`config.mk`:
```
export PLATFORM = sky130hd
export DESIGN_NAME = wmda_front
export DESIGN_NICKNAME = d
export VERILOG_FILES = /design/src/hw/rtl/wmda_pkg.sv /design/src/hw/rtl/wmda_front.sv
export SDC_FILE = /design/constraint.sdc
export NUM_CORES = 1
export LEC_CHECK = 0
export ABC_AREA = 1
export BUFFER_PORTS_ARGS = -buffer_cell sky130_fd_sc_hd__buf_2
export CAP_MARGIN = 25
export CELL_PAD_IN_SITES_DETAIL_PLACEMENT = 0
export CELL_PAD_IN_SITES_GLOBAL_PLACEMENT = 1
export CORE_UTILIZATION = 37
export DETAILED_ROUTE_END_ITERATION = 8
export PLACE_DENSITY_LB_ADDON = 0.08
export SETUP_SLACK_MARGIN = 0.05
export SYNTH_ARGS = -nofsm -noshare
export SYNTH_HDL_FRONTEND = slang
export SYNTH_SLANG_ARGS = --single-unit
```
`constraint.sdc`:
```
create_clock -name clock -period 4.4 [get_ports clock]
set_input_delay 0.88 -clock clock [delete_from_list [all_inputs] [get_ports clock]]
set_output_delay 0.88 -clock clock [all_outputs]
set_load 0.1 [all_outputs]
```
`src/hw/rtl/wmda_pkg.sv`:
```
`default_nettype none

package wmda_pkg;

   // widths of the request and response words
   localparam int WORD_W     = 32;
   localparam int MANT_W     = 3 * WORD_W;
   localparam int OPND_W     = 31;
   localparam int REQ_DATA_W = 160;
   localparam int RSP_DATA_W = 136;

   // one cell per quotient bit
   localparam int CELLS = MANT_W;

   // largest exponent accepted in the flags word
   localparam logic [7:0] EXP_LIMIT = 8'd28;

   // request kinds carried on req_tuser
   localparam logic REQ_DIVIDE = 1'b0;
   localparam logic REQ_ADD    = 1'b1;

   // status codes
   localparam logic [1:0] STATUS_OK       = 2'd0;
   localparam logic [1:0] STATUS_OVERFLOW = 2'd1;
   localparam logic [1:0] STATUS_DIV_ZERO = 2'd2;

   // what moves from one cell to the next
   typedef struct packed {
      logic                valid;
      logic                divide;
      logic [OPND_W-1:0]   divisor;
      logic [OPND_W-1:0]   rem;
      logic [MANT_W-1:0]   work;
      logic [1:0]          status;
      logic                flags_ok;
   } stage_type;

   // response word, lowest field in the lowest bits
   typedef struct packed {
      logic                flags_valid;
      logic [1:0]          status;
      logic [OPND_W-1:0]   remainder;
      logic [WORD_W-1:0]   res_high;
      logic [WORD_W-1:0]   res_mid;
      logic [WORD_W-1:0]   res_low;
   } result_type;

endpackage

`default_nettype wire

```
`src/hw/rtl/wmda_front.sv`:
```
`default_nettype none

// entry stage: flags check, the add, and divide-by-zero setup
module wmda_front (
   input  wire logic                          clock,
   input  wire logic                          reset,
   input  wire logic                          advance,
   input  wire logic                          take,
   input  wire logic                          kind,
   input  wire logic [wmda_pkg::MANT_W-1:0]   mant,
   input  wire logic [wmda_pkg::OPND_W-1:0]   operand,
   input  wire logic [wmda_pkg::WORD_W-1:0]   flags_word,
   output wmda_pkg::stage_type                stage_out
);

   wmda_pkg::stage_type stage_ff;
   wmda_pkg::stage_type stage_in;
   logic [wmda_pkg::MANT_W:0] sum;
   logic flags_ok;

   always_comb begin
      flags_ok = (flags_word[15:0] == 16'd0) && (flags_word[30:24] == 7'd0)
                 && (flags_word[23:16] <= wmda_pkg::EXP_LIMIT);
      sum = {1'b0, mant} + {{(wmda_pkg::MANT_W - wmda_pkg::OPND_W + 1){1'b0}}, operand};

      stage_in          = '0;
      stage_in.valid    = take;
      stage_in.flags_ok = flags_ok;
      stage_in.divisor  = operand;
      if (kind == wmda_pkg::REQ_ADD) begin
         if (sum[wmda_pkg::MANT_W]) begin
            stage_in.status = wmda_pkg::STATUS_OVERFLOW;
         end else begin
            stage_in.work   = sum[wmda_pkg::MANT_W-1:0];
         end
      end else if (operand == '0) begin
         stage_in.status = wmda_pkg::STATUS_DIV_ZERO;
      end else begin
         stage_in.divide = 1'b1;
         stage_in.work   = mant;
      end
   end

   always_ff @(posedge clock) begin
      if (reset) begin
         stage_ff.valid <= 1'b0;
      end else if (advance) begin
         stage_ff.valid <= stage_in.valid;
      end
      if (advance) begin
         stage_ff.divide   <= stage_in.divide;
         stage_ff.divisor  <= stage_in.divisor;
         stage_ff.rem      <= stage_in.rem;
         stage_ff.work     <= stage_in.work;
         stage_ff.status   <= stage_in.status;
         stage_ff.flags_ok <= stage_in.flags_ok;
      end
   end

   assign stage_out = stage_ff;

endmodule

`default_nettype wire

```
==> metrics <==
status=completed; Final Skew=0 ps; slowest cell on the critical path=fa_1; Area Overhead vs Synth=21.4%; Max FO, Critical Path=30; post-layout util=45.9%; Synth Instances=1690; commonest non-fill, non-tap cell in the layout=nand2_1; Peak supply drop=0.241 mV; leak pwr=7.04 nW; crit path time final=about 3200 ps; initial antenna violation count=1; I/O Buffers=294; TritonCTS clock tree=built; wire per inst=18.5 um; Hold Path Depth=2; 1st-iter DRT viols=957; row count=63; Max Freq=313 MHz; Data required, critical path=around 4700 ps; largest area contributor in the netlist=edfxtp_1; CTS root buf=clkbuf_16; Final Cycle Share=slightly above 70%; Post-Syn Area per Cell=6.67 um^2; final setup vio count=0; core region area=0.0298 mm^2; Post-CTS Setup Inserts=0; total track usage=28.4%; Worst Path Buf+Inv=3; hold buffers post-CTS=0; number of routed nets with antenna violations=0; GRT Residual Overflow=0; Power Total=4.91 mW; worst path cell trace=buf_2 -> ha_1 -> fa_1 -> nand2_2 -> nand2_1 -> nand3_2 -> nand2_2 -> nand2_1 -> nand2_2 -> nand2_2 -> nand2_4 -> nand3_4 -> nand2_4 -> inv_4 -> buf_12 -> nand2_1 -> nand2_1; Crit path depth=17; TNS Setup=0 ps; number of distinct library cells after synthesis=44; relative slew slack=~45%; Hold Vio Cnt, Final=0; I/O pin count=~330; nets@finish=2188; crit-path leading delay family=simple AND/OR/NAND/NOR gates; CTS H-tree lvls=4; vias in the first global route=10773; FF+latch area=0.00395 mm^2; synthesis-stage register bit count=132; DR vias=11840; CP startpoint kind=input pin; Filler cells=3192; die height=177 um; DPL Wire Length=36.8 mm; Worst Setup End Kind=flop; Hold Crit Class=reg2reg; # DRC=0; number of vias per cell=between 4 and 5; RSZ-0062 raised after global routing=false; post-synthesis sequential area ratio=approximately a third; hold_ws=roughly 520 ps; max reg flops=132; full die area=between 0.03 and 0.04 mm^2; Least-Margin Pin Slew=around 830 ps; Place WS=797 ps; worst skew pair latency=440 ps; Synth area leaders=edfxtp_1, nand2_1, inv_1; largest net degree at the start of global routing=63; Worst Setup Slack, final=1200 ps; GP Congestion=0.948; commonest non-fill, non-tap cells in the layout=nand2_1, buf_2, inv_1; first-pass GRT wire length=roughly 65 mm; starting density of the core=37.8%; fin. max-slew vios=0; top-area cell type share of the netlist area=a little over a third; WS Path Type=in2reg; post-synthesis cell area=0.0113 mm^2; CP peak stage delay=450 ps; Die Width=177 um; post-CTS sizing=0; Multi-input gate area=around 0.0061 mm^2; Synthesis Warnings=0; share of layout cells above drive strength 1=19.7%; pwr dens=~360 mW/mm^2; Num CTS Buffers=17; final wirelength=between 40 and 50 mm; drt pass-1 iters=5; max cap viols=0; worst r2r path cells=2; clk slew on worst S/H paths=60 ps; clock buffer depth=2; clk sinks=132; critical path arrival=3490 ps
==> per-layer routing <==
layer,track usage [%],share of wire [%]
met5,0,0
met4,8.33,1.9
met3,2.76,5.4
met2,42.4,42
met1,43.0,51
==> Yosys cell counts (all sizes together) <==
cell and instances:
xor2 35, a21o 1, xnor2 15, nor2 168, nor4 15, nand2 695
and3b 1, a21boi 1, inv 262, edfxtp 131, mux2i 1, nand4 61
o21bai 4, or2 3, o22ai 2, dfxtp 1, o21ai 25, and2 5
nand3 127, conb 1, ha 31, nand3b 12, nor3b 1, nor3 20
a21oi 20, fa 1, clkbuf 10, o2111ai 1, buf 40
==> tightest hold or removal path, delay by kind of cell (launching register included) <==
family           cells  cell delay, ps
AND/OR/NAND/NOR      1              70
flip-flops           1             340
multiplexers         1              70
==> where the power goes <==
group	leakage (nW)	internal, mW	total, mW	switching (mW)
clock network	0.283	0.837	1.47	0.629
logic	5.47	0.324	1.89	1.57
registers	1.29	1.53	1.55	0.0276
total	7.04	2.69	4.91	2.23
==> cell type report <==
class | count | area share [%]
multi-input cells | 1276 | 44.6
repair buffers | 303 | 11.5
inverters | 262 | 7.21
flip-flops and latches | 132 | 28.9
well taps | 390 | 3.57
clock inverters | 15 | 1.14
clock buffers | 17 | 3.11
diodes | 1 | 0.0183
==> final timing paths <==
path	start	end	slack, ps
min	stage_out[162]	stage_out[162]	520
max reg2reg	stage_out[162]	stage_out[162]	3810
max	operand[0]	stage_out[50]	1200
min reg2reg	stage_out[162]	stage_out[162]	520
==> stage by stage <==
| stage | cells | instance area [um^2] |
|---|---|---|
| after global placement | 2363 | 13100 |
| after detailed placement | 2363 | 13100 |
| after floorplan | 1720 | 11400 |
| after CTS | 2395 | 13700 |
| final | 2396 | 13700 |
| after global routing | 2396 | 13700 |
==> kinds of logic after synthesis <==
group           count (synthesis)  synth area share (%)
simple gates                 1108                  42.8
buf+inv                       312                  11.8
flops                         132                  35.1
compound gates                 54                  2.72
xor+xnor                       50                  3.88
fa+ha+maj                      32                  3.62
other cells                     1                0.0333
mux                             1                0.0888
Note: power is estimated with default switching activity, not from simulation.
