File: config.mk
export PLATFORM = sky130hd
export DESIGN_NAME = wmda_cell
export DESIGN_NICKNAME = d
export VERILOG_FILES = /design/src/hw/rtl/wmda_pkg.sv /design/src/hw/rtl/wmda_cell.sv
export SDC_FILE = /design/constraint.sdc
export NUM_CORES = 1
export LEC_CHECK = 0
export BUFFER_PORTS_ARGS = -buffer_cell sky130_fd_sc_hd__buf_2
export CORE_ASPECT_RATIO = 0.5
export CORE_UTILIZATION = 49
export DETAILED_ROUTE_END_ITERATION = 6
export GPL_ROUTABILITY_DRIVEN = 0
export PLACE_DENSITY = 0.86
export SYNTH_ARGS = -nofsm -noshare
export SYNTH_HDL_FRONTEND = slang
export SYNTH_SLANG_ARGS = --single-unit
File: constraint.sdc
create_clock -name clock -period 4.1 [get_ports clock]
set_clock_uncertainty 0.05 [all_clocks]
set_input_delay 1.025 -clock clock [delete_from_list [all_inputs] [get_ports clock]]
set_output_delay 1.025 -clock clock [all_outputs]
set_load 0.01 [all_outputs]
File: src/hw/rtl/wmda_pkg.sv
`default_nettype none

package wmda_pkg;

   // widths of the request and response words
   localparam int WORD_W     = 32;
   localparam int MANT_W     = 3 * WORD_W;
   localparam int OPND_W     = 31;
   localparam int REQ_DATA_W = 160;
   localparam int RSP_DATA_W = 136;

   // one cell per quotient bit
   localparam int CELLS = MANT_W;

   // largest exponent accepted in the flags word
   localparam logic [7:0] EXP_LIMIT = 8'd28;

   // request kinds carried on req_tuser
   localparam logic REQ_DIVIDE = 1'b0;
   localparam logic REQ_ADD    = 1'b1;

   // status codes
   localparam logic [1:0] STATUS_OK       = 2'd0;
   localparam logic [1:0] STATUS_OVERFLOW = 2'd1;
   localparam logic [1:0] STATUS_DIV_ZERO = 2'd2;

   // what moves from one cell to the next
   typedef struct packed {
      logic                valid;
      logic                divide;
      logic [OPND_W-1:0]   divisor;
      logic [OPND_W-1:0]   rem;
      logic [MANT_W-1:0]   work;
      logic [1:0]          status;
      logic                flags_ok;
   } stage_type;

   // response word, lowest field in the lowest bits
   typedef struct packed {
      logic                flags_valid;
      logic [1:0]          status;
      logic [OPND_W-1:0]   remainder;
      logic [WORD_W-1:0]   res_high;
      logic [WORD_W-1:0]   res_mid;
      logic [WORD_W-1:0]   res_low;
   } result_type;

endpackage

`default_nettype wire

File: src/hw/rtl/wmda_cell.sv
`default_nettype none

// one restoring-division step: brings down one dividend bit, yields one quotient bit
module wmda_cell (
   input  wire logic                clock,
   input  wire logic                reset,
   input  wire logic                advance,
   input  wire wmda_pkg::stage_type stage_in,
   output wmda_pkg::stage_type      stage_out
);

   wmda_pkg::stage_type stage_ff;
   wmda_pkg::stage_type next_in;
   logic [wmda_pkg::OPND_W:0] partial;
   logic [wmda_pkg::OPND_W:0] diff;
   logic                      fits;

   always_comb begin
      partial = {stage_in.rem, stage_in.work[wmda_pkg::MANT_W-1]};
      diff    = partial - {1'b0, stage_in.divisor};
      fits    = partial >= {1'b0, stage_in.divisor};
      next_in = stage_in;
      if (stage_in.divide) begin
         next_in.rem  = fits ? diff[wmda_pkg::OPND_W-1:0] : partial[wmda_pkg::OPND_W-1:0];
         next_in.work = {stage_in.work[wmda_pkg::MANT_W-2:0], fits};
      end
   end

   always_ff @(posedge clock) begin
      if (reset) begin
         stage_ff.valid <= 1'b0;
      end else if (advance) begin
         stage_ff.valid <= next_in.valid;
      end
      if (advance) begin
         stage_ff.divide   <= next_in.divide;
         stage_ff.divisor  <= next_in.divisor;
         stage_ff.rem      <= next_in.rem;
         stage_ff.work     <= next_in.work;
         stage_ff.status   <= next_in.status;
         stage_ff.flags_ok <= next_in.flags_ok;
      end
   end

   assign stage_out = stage_ff;

endmodule

`default_nettype wire

==> impl_metrics.env <==
export IMPL_viasPerCell=5.342
export IMPL_core_sq_um=16560
export IMPL_synth_ff_type="edfxtp_1"
export IMPL_wire_per_inst_um=17.65
export IMPL_grt_usage_pct=23.85
export IMPL_antennaDiodeCount=0
export IMPL_hold_path_class="reg2reg"
export IMPL_utilization_pct=65.49
export IMPL_grt_pass1_vias=6462
export IMPL_worstMarginPinSlew_ps=675.9
export IMPL_drcViolationCount=0
export IMPL_end_kind="register"
export IMPL_rsz0062_at_grt="false"
export IMPL_setup_tns_final_ps=0
export IMPL_wl_um=21720
export IMPL_slew_violations=0
export IMPL_cts_sinks=163
export IMPL_clkLatencyLatePin_ps=420
export IMPL_p_leak_nw=4.699
export IMPL_cts_buffers=17
export IMPL_layout_drive_gt1_share_pct=46.51
export IMPL_dp_hpwl_um=16290
export IMPL_crit_required_ps=4340
export IMPL_syn_to_final_growth_pct=29.50
export IMPL_fin_crit_ps=3498
export IMPL_p_total_mw=4.501
export IMPL_synthTopCellsByArea="edfxtp_1, mux2_2, ha_1, a21oi_1, nor2_1"
export IMPL_clk_pin_slew_worst_paths_ps=70
export IMPL_grt_pass1_wl_um=32880
export IMPL_ir_drop_mv=0.2836
export IMPL_nFillCells=1315
export IMPL_cts_tree="done"
export IMPL_maxSlewHeadroom_pct=53.78
export IMPL_cts_setup_buffers=0
export IMPL_syn_num_nets=862
export IMPL_grt_max_degree=82
export IMPL_setup_viol=0
export IMPL_cp_arrival_ps=3740
export IMPL_holdBufCountCts=0
export IMPL_synth_cells=664
export IMPL_holdWs_ps=472.7
export IMPL_row_count=33
export IMPL_htreeDepth=4
export IMPL_largest_reg_flops=163
export IMPL_final_hold_viol_count=0
export IMPL_antenna_found_initial=0
export IMPL_period_share_pct=85.32
export IMPL_seq_area_frac_synth_pct=58.34
export IMPL_drt_iter0_markers=342
export IMPL_critPathKind="in2reg"
export IMPL_ys_ff_latch=163
export IMPL_syn_avg_cell_area_sq_um=12.61
export IMPL_num_vias=6576
export IMPL_nets=1189
export IMPL_post_cts_resized=0
export IMPL_netlist_area_leader_share_pct=58.10
export IMPL_die_area_sq_um=17650
export IMPL_fp_dieH_um=94.44
export IMPL_ys_warn_count=0
export IMPL_pwr_density_cell_nw_per_um2=415.1
export IMPL_outcome="finished, final reports clean"
export IMPL_worstSetupStartpointType="input port"
export IMPL_fmax_mhz=285.9
export IMPL_crit_fanout=14
export IMPL_boundaryPins=329
export IMPL_drv_cap=0
export IMPL_synth_top_area_cell="edfxtp_1"
export IMPL_clock_root_buffer="clkbuf_16"
export IMPL_ys_types=52
export IMPL_io_buffers=328
export IMPL_grt_overflow_total=0
export IMPL_synth_edff_count=162
export IMPL_clock_path_buffers=2
export IMPL_dieWidth_um=186.9
export IMPL_antenna_left=0
export IMPL_async_flop_share_pct=0
export IMPL_firstDrtPassIters=5
export IMPL_synth_cell_area_sq_um=8373
export IMPL_initial_core_util_pct=50.57
## metrics by stage
step / std cells / setup WS [ps] / area [sq um]
after CTS: 1231 / 650.1 / 10840
final: 1231 / 601.9 / 10840
after global placement: 1199 / 304.3 / 10280
after floorplan: 664 / 712.4 / 8373
after global routing: 1231 / 422.9 / 10840
after detailed placement: 1199 / 221.4 / 10280
## placed cells by master (no fill, tap or decap), types with 3 or more instances in the layout
cell | Yosys | routed
a21o_1 | 7 | 7
a21oi_1 | 65 | 65
a31oi_1 | 9 | 9
and2_1 | 3 | 3
and3_1 | 4 | 4
buf_12 | 0 | 3
buf_2 | 3 | 326
buf_4 | 3 | 6
clkbuf_16 | 0 | 17
clkinvlp_4 | 0 | 4
edfxtp_1 | 162 | 162
ha_1 | 31 | 31
inv_1 | 39 | 39
inv_6 | 0 | 4
mux2_2 | 95 | 95
mux2i_1 | 4 | 4
nand2_1 | 39 | 39
nand2b_1 | 6 | 6
nand3_1 | 9 | 9
nand4_1 | 5 | 5
nor2_1 | 60 | 60
nor2b_1 | 5 | 5
o211ai_1 | 6 | 6
o21a_1 | 8 | 8
o21ai_0 | 20 | 20
xnor2_1 | 10 | 10
xor2_1 | 15 | 15
## final cells by class
cell class	count	area (sq um)	share of cell area, %
clock buffers	19	432.9	3.993
clock inverters	13	125.1	1.154
inverters	40	150.1	1.385
multi-input cells	432	3207	29.58
flip-flops and latches	163	4885	45.05
well taps	227	284.0	2.619
repair buffers	337	1759	16.22
## cell families after synthesis
family	Yosys count	synth area share [%]
mux	99	13.25
fa+ha+maj	32	4.871
simple gates	140	7.472
xor+xnor	25	2.615
compound gates	136	10.09
flops	163	58.34
buf+inv	69	3.362
## synth_stat cells (3+ instances only)
library cell / n
o21a_1: 8
and2_1: 3
edfxtp_1: 162
nor2_1: 60
a31oi_1: 9
and3_1: 4
mux2_2: 95
a21oi_1: 65
ha_1: 31
mux2i_1: 4
nand2_1: 39
nand3_1: 9
o21ai_0: 20
buf_4: 3
xnor2_1: 10
xor2_1: 15
o211ai_1: 6
inv_1: 39
nand4_1: 5
nor2b_1: 5
nand2b_1: 6
a21o_1: 7
buf_2: 3
clkbuf_1: 22
## metal layers
| metal | GRT usage [%] | vias to the layer above | share of wire (%) |
|---|---|---|---|
| met1 | 28.90 | 3179 | 42 |
| met4 | 7.855 | 0 | 1.9 |
| met3 | 4.608 | 36 | 4.8 |
| li1 | - | 3125 | - |
| met2 | 43.41 | 236 | 52 |
| met5 | 0 | - | 0 |
## power by group
part	total [mW]	leakage [nW]	internal (mW)	switching (mW)
clock	1.54	0.260	0.848	0.688
combinational	0.903	2.85	0.392	0.511
sequential	2.06	1.59	2.02	0.0402
total	4.50	4.70	3.26	1.24
## critical path, stage by stage
cell and delay, ps:
buf_2 90, inv_1 50, ha_1 220, fa_1 400, nand2b_1 200, a21oi_1 270, o211ai_2 140, a21oi_1 230
o31a_1 220, o31ai_4 110, buf_4 210, or4b_1 480, nand3b_1 100
## final timing paths
check | start | endpoint | slack (ps) | depth (start not counted)
hold / removal | stage_out[162]$_SDFFE_PP0P_ | stage_out[162]$_SDFFE_PP0P_ | 470 | 2
setup / recovery | stage_in[98] | stage_out[121]$_DFFE_PP_ | 600 | 13
hold reg to reg | stage_out[162]$_SDFFE_PP0P_ | stage_out[162]$_SDFFE_PP0P_ | 470 | 2
setup reg to reg | stage_out[162]$_SDFFE_PP0P_ | stage_out[162]$_SDFFE_PP0P_ | 3430 | 2
Note: power is estimated with default switching activity, not from simulation.
