**src/hw/rtl/wmda_pkg.sv**
```systemverilog
`default_nettype none

package wmda_pkg;

   // widths of the request and response words
   localparam int WORD_W     = 32;
   localparam int MANT_W     = 3 * WORD_W;
   localparam int OPND_W     = 31;
   localparam int REQ_DATA_W = 160;
   localparam int RSP_DATA_W = 136;

   // one cell per quotient bit
   localparam int CELLS = MANT_W;

   // largest exponent accepted in the flags word
   localparam logic [7:0] EXP_LIMIT = 8'd28;

   // request kinds carried on req_tuser
   localparam logic REQ_DIVIDE = 1'b0;
   localparam logic REQ_ADD    = 1'b1;

   // status codes
   localparam logic [1:0] STATUS_OK       = 2'd0;
   localparam logic [1:0] STATUS_OVERFLOW = 2'd1;
   localparam logic [1:0] STATUS_DIV_ZERO = 2'd2;

   // what moves from one cell to the next
   typedef struct packed {
      logic                valid;
      logic                divide;
      logic [OPND_W-1:0]   divisor;
      logic [OPND_W-1:0]   rem;
      logic [MANT_W-1:0]   work;
      logic [1:0]          status;
      logic                flags_ok;
   } stage_type;

   // response word, lowest field in the lowest bits
   typedef struct packed {
      logic                flags_valid;
      logic [1:0]          status;
      logic [OPND_W-1:0]   remainder;
      logic [WORD_W-1:0]   res_high;
      logic [WORD_W-1:0]   res_mid;
      logic [WORD_W-1:0]   res_low;
   } result_type;

endpackage

`default_nettype wire

```
**src/hw/rtl/wmda_out_buf.sv**
```systemverilog
`default_nettype none

// output register plus skid entry; the chain moves only while the skid is empty
module wmda_out_buf (
   input  wire logic                clock,
   input  wire logic                reset,
   input  wire wmda_pkg::stage_type tail,
   input  wire logic                rsp_tready,
   output logic                     rsp_tvalid,
   output wmda_pkg::result_type     rsp_result,
   output logic                     advance
);

   logic                 out_valid_ff;
   logic                 skid_valid_ff;
   wmda_pkg::result_type out_data_ff;
   wmda_pkg::result_type skid_data_ff;
   wmda_pkg::result_type tail_result;
   logic                 pop;

   always_comb begin
      tail_result.flags_valid = tail.flags_ok;
      tail_result.status      = tail.status;
      tail_result.remainder   = tail.rem;
      tail_result.res_high    = tail.work[3*wmda_pkg::WORD_W-1:2*wmda_pkg::WORD_W];
      tail_result.res_mid     = tail.work[2*wmda_pkg::WORD_W-1:wmda_pkg::WORD_W];
      tail_result.res_low     = tail.work[wmda_pkg::WORD_W-1:0];
   end

   assign pop     = out_valid_ff && rsp_tready;
   assign advance = !skid_valid_ff;

   always_ff @(posedge clock) begin
      if (reset) begin
         out_valid_ff  <= 1'b0;
         skid_valid_ff <= 1'b0;
      end else if (skid_valid_ff) begin
         if (pop) begin
            out_data_ff   <= skid_data_ff;
            skid_valid_ff <= 1'b0;
         end
      end else if (tail.valid) begin
         if (!out_valid_ff || pop) begin
            out_data_ff  <= tail_result;
            out_valid_ff <= 1'b1;
         end else begin
            skid_data_ff  <= tail_result;
            skid_valid_ff <= 1'b1;
         end
      end else if (pop) begin
         out_valid_ff <= 1'b0;
      end
   end

   assign rsp_tvalid = out_valid_ff;
   assign rsp_result = out_data_ff;

endmodule

`default_nettype wire

```
**config.mk**
```make
export PLATFORM = sky130hd
export DESIGN_NAME = wmda_out_buf
export DESIGN_NICKNAME = d
export VERILOG_FILES = /design/src/hw/rtl/wmda_pkg.sv /design/src/hw/rtl/wmda_out_buf.sv
export SDC_FILE = /design/constraint.sdc
export NUM_CORES = 1
export LEC_CHECK = 0
export CAP_MARGIN = 40
export CORE_MARGIN = 4
export CORE_UTILIZATION = 45
export CTS_BUF_LIST = sky130_fd_sc_hd__clkbuf_8
export CTS_CLUSTER_SIZE = 8
export DETAILED_ROUTE_END_ITERATION = 7
export DONT_BUFFER_PORTS = 1
export GPL_TIMING_DRIVEN = 1
export PLACE_DENSITY = 0.64
export SLEW_MARGIN = 15
export SYNTH_ARGS = -nofsm -noshare
export SYNTH_HDL_FRONTEND = slang
export SYNTH_SLANG_ARGS = --single-unit
```
**constraint.sdc**
```tcl
create_clock -name clock -period 26.8 [get_ports clock]
set_clock_uncertainty 0.1 [all_clocks]
set_input_delay 1.34 -clock clock [delete_from_list [all_inputs] [get_ports clock]]
set_output_delay 1.34 -clock clock [all_outputs]
set_load 0.01 [all_outputs]
```
==> results.sh, run 1 <==
export IMPL_irDropWorstVdd_v=0.00003925
export IMPL_ios=298
export IMPL_path_clk_slew_ns=0.06
export IMPL_drive_gt1_share_pct=38.84
export IMPL_yosys_area_top_type="edfxtp_1"
export IMPL_synth_warnings=0
export IMPL_synthCells=418
export IMPL_finalHoldViolCount=0
export IMPL_area_growth_syn_to_layout_pct=11.38
export IMPL_ys_flop_type="edfxtp_1"
export IMPL_gp_congestion=0.7144
export IMPL_placedCellCount=681
export IMPL_nFillCells=1628
export IMPL_firstDrtPassIters=4
export IMPL_first_global_vias=4500
export IMPL_setup_tns_final_ns=0
export IMPL_worstSetupPathType="reg -> reg"
export IMPL_met3_length_um=2338
export IMPL_path_max_fanout=55
export IMPL_cts_resized=0
export IMPL_vias=4046
export IMPL_hold_class="reg -> reg"
export IMPL_placed_cell_area_um2=9834
export IMPL_via_per_inst=5.366
export IMPL_multi_input_area_um2=1554
export IMPL_nNetsFinal=622
export IMPL_start_util_pct=46.40
export IMPL_yosysMostFrequentCell="edfxtp_1"
export IMPL_antenna_found_initial=0
export IMPL_die_y_um=153.4
export IMPL_cts_tree="yes"
export IMPL_htreeDepth=2
export IMPL_crit_slowest_cell="dfxtp_4"
export IMPL_rows=52
export IMPL_synth_area_um2=9510
export IMPL_outcome="finished, final reports clean"
export IMPL_grt_total_usage_pct=14.60
export IMPL_final_area_um2=10590
export IMPL_min_period_ns=3.061
export IMPL_power_density_nw_per_um2=76.90
export IMPL_cp_end_kind="flip-flop"
export IMPL_max_cap_violations=0
export IMPL_slew_headroom_pct=46.99
export IMPL_dpl_worst_slack_ns=23.17
export IMPL_clk_latency_ns=0.51
export IMPL_synth_seq_cells=262
export IMPL_worst_pin_slew_ns=0.7951
export IMPL_cts_root_buf="clkbuf_8"
export IMPL_synth_edff_count=260
export IMPL_p_leak_nw=3.401
export IMPL_worst_setup_path_start_kind="flip-flop"
export IMPL_drtIter0Drc=147
export IMPL_grt_start_max_net_pins=66
export IMPL_n_antenna_cell=0
export IMPL_cts_sinks=262
export IMPL_grt_overflow=0
export IMPL_crit_path_max_incr_delay_ns=0.81
export IMPL_rsz0062_at_grt="no"
export IMPL_async_flop_share_pct=0
export IMPL_r2r_start="skid_valid_ff$_SDFF_PP0_"
export IMPL_synth_area_leaders="edfxtp_1 (82%), mux2_2 (15%), buf_6 (0.83%), buf_2 (0.42%), dfxtp_1 (0.42%)"
export IMPL_wl_per_cell_um=23.47
export IMPL_portBuffers=0
export IMPL_grt_pass1_wl_um=26880
export IMPL_ant_nets=0
export IMPL_setup_viol=0
export IMPL_fin_crit_sh_pct=11.42
export IMPL_dp_hpwl_um=11700
export IMPL_drt_wl_total_um=17690
export IMPL_syn_num_nets=584
export IMPL_die_w_um=153.4
export IMPL_highest_layer="met4"
export IMPL_synth_cells_most_frequent="edfxtp_1 (260), mux2_2 (130), buf_2 (8)"
export IMPL_crit_family="flip-flops"
export IMPL_ys_types=15
export IMPL_layout_area_seq_um2=7851
export IMPL_synth_avg_cell_area_um2=22.75
export IMPL_clockBufferDepth=3
export IMPL_required_ns=26.83
export IMPL_route_met2_wl_um=8622
export IMPL_cp_arrival_ns=3.09
export IMPL_wl_met1_um=6242
export IMPL_drc=0
export IMPL_min_delay_start="skid_data_ff[93]$_DFFE_PP_"
export IMPL_critPathBufInv=2
export IMPL_cp_startpoint="skid_valid_ff$_SDFF_PP0_"
export IMPL_dieArea_um2=23520
export IMPL_path_cells="nand2_1 -> a221oi_4 -> buf_6 -> buf_4"
export IMPL_final_instance_count_excl_fill=754
export IMPL_synth_top_cell_area_share_pct=82.09
export IMPL_core_um2=20490
export IMPL_cts_buffers=42
export IMPL_synth_seq_area_share_pct=82.52
export IMPL_holdBufCountCts=0
export IMPL_slew_violations=0
export IMPL_worst_slack_ns=23.74
export IMPL_postCtsSetupRepairBufs=0
export IMPL_fmax_ghz=0.3266
[cell usage in the layout, fill, tap and decap left out]
master,instances
a211oi_1,1
a21oi_1,1
a221oi_4,1
buf_16,2
buf_4,6
buf_6,1
bufinv_16,1
clkbuf_8,43
clkinv_1,7
clkinvlp_4,1
dfxtp_1,1
dfxtp_4,1
edfxtp_1,260
inv_1,22
mux2_2,130
nand2_1,1
nand2b_1,1
nand2b_4,1
nor2b_1,1
nor4b_2,1
o22ai_1,1
[path summary, 6_finish.rpt]
| check | end | slack (ns) | cells past startpoint |
|---|---|---|---|
| worst min-delay path | rsp_result[93]$_DFFE_PP_ | 0.44 | 1 |
| worst min register to register | rsp_result[93]$_DFFE_PP_ | 0.44 | 1 |
| worst max register to register | rsp_result[16]$_DFFE_PP_ | 23.74 | 4 |
| worst max-delay path | rsp_result[16]$_DFFE_PP_ | 23.74 | 4 |
[stage by stage]
step	hold slack, ns	util, %	total power, W
3_5_place_dp	0.4311	47.99	0.0005258
5_1_grt	0.4586	51.69	0.0008523
6_report	0.4396	51.69	0.0008145
4_1_cts	0.4392	51.55	0.0008273
3_3_place_gp	0.4289	47.80	0.0005228
2_1_floorplan	0.4231	-	0.0005200
[registers in the layout, indices dropped and copies added (netlist names)]
name / flops
rsp_result: 130
rsp_tvalid: 1
skid_data_ff: 130
skid_valid_ff: 1
[per-layer routing]
layer | global-route usage, % | up-vias
li1 | - | 1764
met5 | 0 | -
met2 | 23.69 | 235
met3 | 8.567 | 44
met1 | 16.03 | 2003
met4 | 5.214 | 0
[cell type report]
cell class              instances  area share [%]
clock buffers                  43           5.587
clock inverters                29           1.311
inverters                       2         0.07087
multi-input cells             139           14.67
flip-flops and latches        262           74.12
well taps                     270           3.189
repair buffers                  9           1.051
[report_power, final]
| group | internal [W] | switching [W] | leakage [nW] |
|---|---|---|---|
| clock | 0.000157 | 0.000141 | 0.441 |
| combinational | 0.0000168 | 0.0000146 | 0.558 |
| sequential | 0.000471 | 0.0000138 | 2.40 |
| total | 0.000645 | 0.000170 | 3.40 |
[cell families (layout without fill, tap and decap cells)]
logic type | Yosys count | count (layout) | share of synthesized area [%]
AO/OA/AOI/OAI | 4 | 4 | 0.3552
multiplexers | 130 | 130 | 15.39
flip-flops | 262 | 262 | 82.52
AND/OR/NAND/NOR | 5 | 5 | 0.4079
buffers and inverters | 17 | 83 | 1.329
(Power assumes the default switching activity.)
==> run 2, diff against run 1 <==
--- a/config.mk
+++ b/config.mk
@@ -13,7 +13,7 @@
 export DETAILED_ROUTE_END_ITERATION = 7
 export DONT_BUFFER_PORTS = 1
 export GPL_TIMING_DRIVEN = 1
-export PLACE_DENSITY = 0.64
+export PLACE_DENSITY = 0.66
 export SLEW_MARGIN = 15
 export SYNTH_ARGS = -nofsm -noshare
 export SYNTH_HDL_FRONTEND = slang
==> constraint.sdc (replaced) <==
create_clock -name clock -period 2.7 [get_ports clock]
set_clock_uncertainty 0.1 [all_clocks]
set_input_delay 0.135 -clock clock [delete_from_list [all_inputs] [get_ports clock]]
set_output_delay 0.135 -clock clock [all_outputs]
set_load 0.01 [all_outputs]
==> run 2 against run 1 <==
Worst setup slack got worse by 23 ns; core utilization rose by 6.6 points; clock power rose to 10 times the previous value; final area grew 13%; via count is 13% higher; first-iteration DRC count increased by 12%; hold slack lost 0.35 ns; die area unchanged; sequential power rose to 9.9 times the previous value.
==> results.sh, run 2 (synthesis gave the netlist of run 1 again) <==
export IMPL_outcome="finished, final reports clean"
export IMPL_cp_end_kind="flip-flop"
export IMPL_drtIter0Drc=165
export IMPL_r2r_start="rsp_tvalid$_SDFFE_PP0P_"
export IMPL_hold_class="in -> reg"
export IMPL_nNetsFinal=755
export IMPL_htreeDepth=2
export IMPL_slew_violations=0
export IMPL_power_density_nw_per_um2=694.9
export IMPL_setup_tns_final_ns=0
export IMPL_core_um2=20490
export IMPL_slew_headroom_pct=60.37
export IMPL_reg2reg_setup_slack_ns=0.62
export IMPL_path_max_fanout=83
export IMPL_cts_tree="yes"
export IMPL_wl_per_cell_um=22.14
export IMPL_rsz0062_at_grt="no"
export IMPL_p_comb_share_pct=6.4
export IMPL_crit_path_max_incr_delay_ns=0.55
export IMPL_p_leak_nw=3.952
export IMPL_cts_root_buf="clkbuf_8"
export IMPL_vias=4553
export IMPL_portBuffers=0
export IMPL_grt_total_usage_pct=16.28
export IMPL_cts_sinks=262
export IMPL_r2r_end="rsp_result[94]$_DFFE_PP_"
export IMPL_ff2ff_path_depth=3
export IMPL_gp_congestion=0.6803
export IMPL_dp_hpwl_um=11480
export IMPL_firstDrtPassIters=4
export IMPL_setup_viol=0
export IMPL_mostFrequentLayoutCell="edfxtp_1"
export IMPL_area_growth_syn_to_layout_pct=25.60
export IMPL_switching_share_pct=21.69
export IMPL_irDropWorstVdd_v=0.0003688
export IMPL_min_period_ns=2.077
export IMPL_holdPathStages=3
export IMPL_p_seq_share_pct=57.8
export IMPL_nFillCells=1502
export IMPL_fin_crit_sh_pct=76.94
export IMPL_p_switching_w=0.001801
export IMPL_rows=52
export IMPL_ios=298
export IMPL_grt_start_max_net_pins=104
export IMPL_min_delay_start="rsp_tready"
export IMPL_drc=0
export IMPL_hold_end="rsp_result[123]$_DFFE_PP_"
export IMPL_drt_wl_total_um=19610
export IMPL_path_cells="nand2_1 -> a221oi_4 -> buf_12"
export IMPL_use_met1_pct=18.73
export IMPL_clockBufferDepth=3
export IMPL_finalHoldViolCount=0
export IMPL_antenna_found_initial=0
export IMPL_via_per_inst=5.139
export IMPL_grt_met2_usage_pct=28.87
export IMPL_cp_arrival_ns=2.13
export IMPL_final_cell_mix="edfxtp_1 (260), dlygate4sd3_1 (135), mux2_2 (130), clkbuf_8 (45), inv_1 (19)"
export IMPL_die_y_um=153.4
export IMPL_crit_family="flip-flops"
export IMPL_dieArea_um2=23520
export IMPL_drive_gt1_share_pct=30.36
export IMPL_crit_slowest_cell="dfxtp_1"
export IMPL_clkPwrFrac_pct=35.8
export IMPL_required_ns=2.75
export IMPL_worst_pin_slew_ns=0.5945
export IMPL_die_w_um=153.4
export IMPL_max_cap_violations=0
export IMPL_start_util_pct=46.40
export IMPL_ant_nets=0
export IMPL_clk_latency_ns=0.51
export IMPL_worstSetupPathType="reg -> reg"
export IMPL_timing_hold_ws_ns=0.08735
export IMPL_path_clk_slew_ns=0.06
export IMPL_critPathBufInv=1
export IMPL_grt_pass1_wl_um=30240
export IMPL_grt_overflow=0
export IMPL_internal_power_w=0.006500
export IMPL_first_global_vias=5031
export IMPL_met3_usage_pct=5.626
export IMPL_worst_setup_path_start_kind="flip-flop"
export IMPL_cts_buffers=43
export IMPL_busiest_layer="met2"
export IMPL_n_antenna_cell=0
export IMPL_fmax_ghz=0.4814
==> run 2: worst max path at each step <==
stage | from | to | slack (ns) | cells after the start
after global placement | rsp_tvalid$_SDFFE_PP0P_ | rsp_result[26]$_DFFE_PP_ | 0.70 | 3
after global routing | rsp_tvalid$_SDFFE_PP0P_ | rsp_result[94]$_DFFE_PP_ | 0.51 | 3
after floorplan | skid_valid_ff$_SDFF_PP0_ | skid_data_ff[0]$_DFFE_PP_ | -2.69 | 4
after CTS | rsp_tvalid$_SDFFE_PP0P_ | rsp_result[56]$_DFFE_PP_ | 0.65 | 3
after detailed placement | rsp_tvalid$_SDFFE_PP0P_ | rsp_result[26]$_DFFE_PP_ | 0.66 | 3
final | rsp_tvalid$_SDFFE_PP0P_ | rsp_result[94]$_DFFE_PP_ | 0.62 | 3
==> run 2: power by group through the flow <==
stage          clock [W]  combinational, W  sequential [W]
5_1_grt          0.00330          0.000574         0.00480
3_3_place_gp           0          0.000322         0.00488
3_5_place_dp           0          0.000341         0.00488
6_report         0.00297          0.000530         0.00480
4_1_cts          0.00308          0.000535         0.00480
2_1_floorplan          0          0.000283         0.00486
==> run 2: timing repair <==
item	4_1_cts	5_1_grt
hold endpoints to repair	492	0
resized for setup	0	0
hold buffers	135	0
endpoints found under the setup margin	0	0
buffers inserted	0	0
==> run 2: cell type report <==
class / count / area, um2 / share of cell area, %
clock inverters: 27 / 107.6 / 0.9008
well taps: 270 / 337.8 / 2.828
repair buffers: 141 / 1459 / 12.21
inverters: 2 / 7.507 / 0.06285
clock buffers: 45 / 619.3 / 5.185
flip-flops and latches: 262 / 7851 / 65.73
multi-input cells: 139 / 1563 / 13.08
==> run 2: layer usage <==
| metal | vias to the layer above | wire length (um) | part of all wire (%) |
|---|---|---|---|
| met5 | - | 0 | 0 |
| met4 | 0 | 363 | 1.9 |
| met3 | 30 | 1492 | 7.6 |
| met2 | 187 | 10340 | 53 |
| met1 | 2308 | 7417 | 38 |
| li1 | 2028 | - | - |
==> run 2: worst min-delay path: cells and delay by family <==
kind,cells,cell delay [ns]
buf+inv,2,0.27
compound gates,1,0.10
==> run 2: through the flow <==
stage	setup WS (ns)	instances	cell area, um2	total power (W)	utilization [%]
3_3_place_gp	0.6964	679	9867	0.005200	48.14
5_1_grt	0.5138	886	11950	0.008678	58.28
6_report	0.6225	886	11950	0.008301	58.28
3_5_place_dp	0.6598	679	9867	0.005224	48.14
2_1_floorplan	-2.694	418	9540	0.005145	-
4_1_cts	0.6523	886	11950	0.008418	58.28
==> run 3, diff against run 2 <==
==> constraint.sdc (replaced) <==
create_clock -name clock -period 1.7 [get_ports clock]
set_clock_uncertainty 0.1 [all_clocks]
set_input_delay 0.085 -clock clock [delete_from_list [all_inputs] [get_ports clock]]
set_output_delay 0.085 -clock clock [all_outputs]
set_load 0.01 [all_outputs]
==> run 3 against run 2 <==
The run now ends with negative hold slack left; largest cell class unchanged; via count rose by 1.4%; cell count rose by 2.6%; non-clock buffer count rose by 21; maximum frequency rose by 24%; largest power group unchanged.
==> results.sh, run 3 (synthesis gave the netlist of run 1 again) <==
export IMPL_cts_tree="yes"
export IMPL_drtIter0Drc=150
export IMPL_setup_viol=0
export IMPL_path_max_fanout=31
export IMPL_placedCellCount=696
export IMPL_cts_sinks=262
export IMPL_fin_crit_sh_pct=98.17
export IMPL_reg2reg_setup_slack_ns=0.03
export IMPL_min_period_ns=1.669
export IMPL_r2r_end="skid_data_ff[57]$_DFFE_PP_"
export IMPL_power_density_nw_per_um2=1095
export IMPL_first_global_vias=5089
export IMPL_ff2ff_path_depth=4
export IMPL_met3_usage_pct=6.192
export IMPL_dpl_worst_slack_ns=-0.02198
export IMPL_clockBufferDepth=3
export IMPL_r2r_start="skid_valid_ff$_SDFF_PP0_"
export IMPL_worst_slack_ns=0.03106
export IMPL_die_y_um=153.4
export IMPL_mostFrequentLayoutCell="edfxtp_1"
export IMPL_holdPathStages=1
export IMPL_busiest_layer="met2"
export IMPL_worst_setup_path_start_kind="flip-flop"
export IMPL_fmax_ghz=0.5992
export IMPL_placed_cell_area_um2=10060
export IMPL_worstSetupPathType="reg -> reg"
export IMPL_cts_buffers=43
export IMPL_portBuffers=0
export IMPL_max_cap_violations=0
export IMPL_ant_nets=0
export IMPL_cts_root_buf="clkbuf_8"
export IMPL_ios=298
export IMPL_dieArea_um2=23520
export IMPL_antenna_found_initial=0
export IMPL_wl_per_cell_um=21.75
export IMPL_drc=0
export IMPL_htreeDepth=2
export IMPL_worst_pin_slew_ns=0.4488
export IMPL_layout_area_seq_um2=7853
export IMPL_drt_wl_total_um=19770
export IMPL_p_switching_w=0.002893
export IMPL_p_comb_share_pct=6.8
export IMPL_grt_start_max_net_pins=77
export IMPL_slew_headroom_pct=70.08
export IMPL_hold_class="in -> reg"
export IMPL_dp_hpwl_um=12330
export IMPL_final_instance_count_excl_fill=909
export IMPL_grt_total_usage_pct=16.36
export IMPL_required_ns=1.82
export IMPL_n_antenna_cell=0
export IMPL_firstDrtPassIters=6
export IMPL_rows=52
export IMPL_clk_latency_ns=0.53
export IMPL_use_met1_pct=19.23
export IMPL_setup_tns_final_ns=0
export IMPL_finalHoldViolCount=92
export IMPL_irDropWorstVdd_v=0.0006416
export IMPL_rsz0062_at_grt="yes"
export IMPL_cp_end_kind="flip-flop"
export IMPL_p_leak_nw=4.093
export IMPL_multi_input_area_um2=1563
export IMPL_via_per_inst=5.081
export IMPL_p_seq_share_pct=56.9
export IMPL_gp_congestion=0.7372
export IMPL_outcome="finished, violations left"
export IMPL_area_growth_syn_to_layout_pct=28.59
export IMPL_clkPwrFrac_pct=36.3
export IMPL_core_um2=20490
export IMPL_violations="negative hold slack"
export IMPL_final_area_um2=12230
export IMPL_min_delay_start="rsp_tready"
export IMPL_die_w_um=153.4
export IMPL_grt_overflow=0
export IMPL_start_util_pct=46.40
export IMPL_switching_share_pct=21.62
export IMPL_path_clk_slew_ns=0.06
export IMPL_grt_met2_usage_pct=27.82
export IMPL_grt_pass1_wl_um=30220
export IMPL_cp_arrival_ns=1.79
export IMPL_vias=4619
export IMPL_nNetsFinal=776
export IMPL_nFillCells=1484
export IMPL_timing_hold_ws_ns=-0.4493
export IMPL_slew_violations=0
export IMPL_drive_gt1_share_pct=33.02
export IMPL_hold_end="skid_valid_ff$_SDFF_PP0_"
export IMPL_internal_power_w=0.01049
export IMPL_final_cell_mix="edfxtp_1 (260), dlygate4sd3_1 (133), mux2_2 (130), clkbuf_8 (44), inv_1 (18)"
-- run 3: cell types whose count changed in the layout (fill, tap and decap cells not counted), moves of 2 or more --
cell           previous run  this run
buf_6                     0         7
buf_4                     1        12
buf_16                    0         2
clkinv_1                  8        11
dlygate4sd3_1           135       133
buf_12                    5         8
-- run 3: layer usage --
layer  vias up  wire length, um
met5         -                0
met4         0              436
met3        39             1767
met2       197            10270
met1      2310             7303
li1       2073                -
-- run 3: power by group through the flow --
stage                     Combinational, W  Sequential, W  Clock [W]
final                             0.000913        0.00761    0.00486
after global routing              0.000989        0.00763    0.00538
after CTS                         0.000896        0.00762    0.00502
after detailed placement          0.000595        0.00775          0
after global placement            0.000562        0.00774          0
after floorplan                   0.000449        0.00772          0
-- run 3: worst max-delay path by stage --
stage / slack [ns] / from / cells after the start / endpoint
after detailed placement: -0.02 / rsp_tvalid$_SDFFE_PP0P_ / 4 / rsp_result[108]$_DFFE_PP_
after global routing: -0.02 / skid_valid_ff$_SDFF_PP0_ / 4 / skid_data_ff[58]$_DFFE_PP_
after global placement: 0.04 / rsp_tvalid$_SDFFE_PP0P_ / 4 / rsp_result[112]$_DFFE_PP_
after floorplan: -3.69 / skid_valid_ff$_SDFF_PP0_ / 4 / skid_data_ff[0]$_DFFE_PP_
final: 0.03 / skid_valid_ff$_SDFF_PP0_ / 4 / skid_data_ff[57]$_DFFE_PP_
after CTS: -0.03 / rsp_tvalid$_SDFFE_PP0P_ / 4 / rsp_result[109]$_DFFE_PP_
-- run 3: area by class of cell --
class / instances / share of cell area, %
clock buffer: 44 / 4.952
inverter: 2 / 0.06139
sequential: 262 / 64.21
tap: 270 / 2.762
clock inverter: 30 / 1.207
timing repair buffer: 162 / 14.03
multi-input combinational: 139 / 12.78
-- run 3: timing repair --
item,CTS,global route
endpoints found under the setup margin,66,140
hold endpoints to repair,421,132
hold buffers,132,1
pin swaps,0,0
resized for setup,0,10
setup buffers,0,6
-- run 3: critical path, cell delays in order (launching register included) --
cell	delay, ns
dfxtp_4	0.37
nand2b_4	0.17
nor4b_4	0.29
buf_6	0.20
buf_16	0.20
-- run 3: per-stage QoR --
| stage | utilization, % | total power (W) |
|---|---|---|
| finish | 59.67 | 0.01338 |
| detailed placement | 49.07 | 0.008344 |
| global placement | 49.07 | 0.008305 |
| global route | 59.67 | 0.01399 |
| floorplan | - | 0.008171 |
| CTS | 59.19 | 0.01353 |
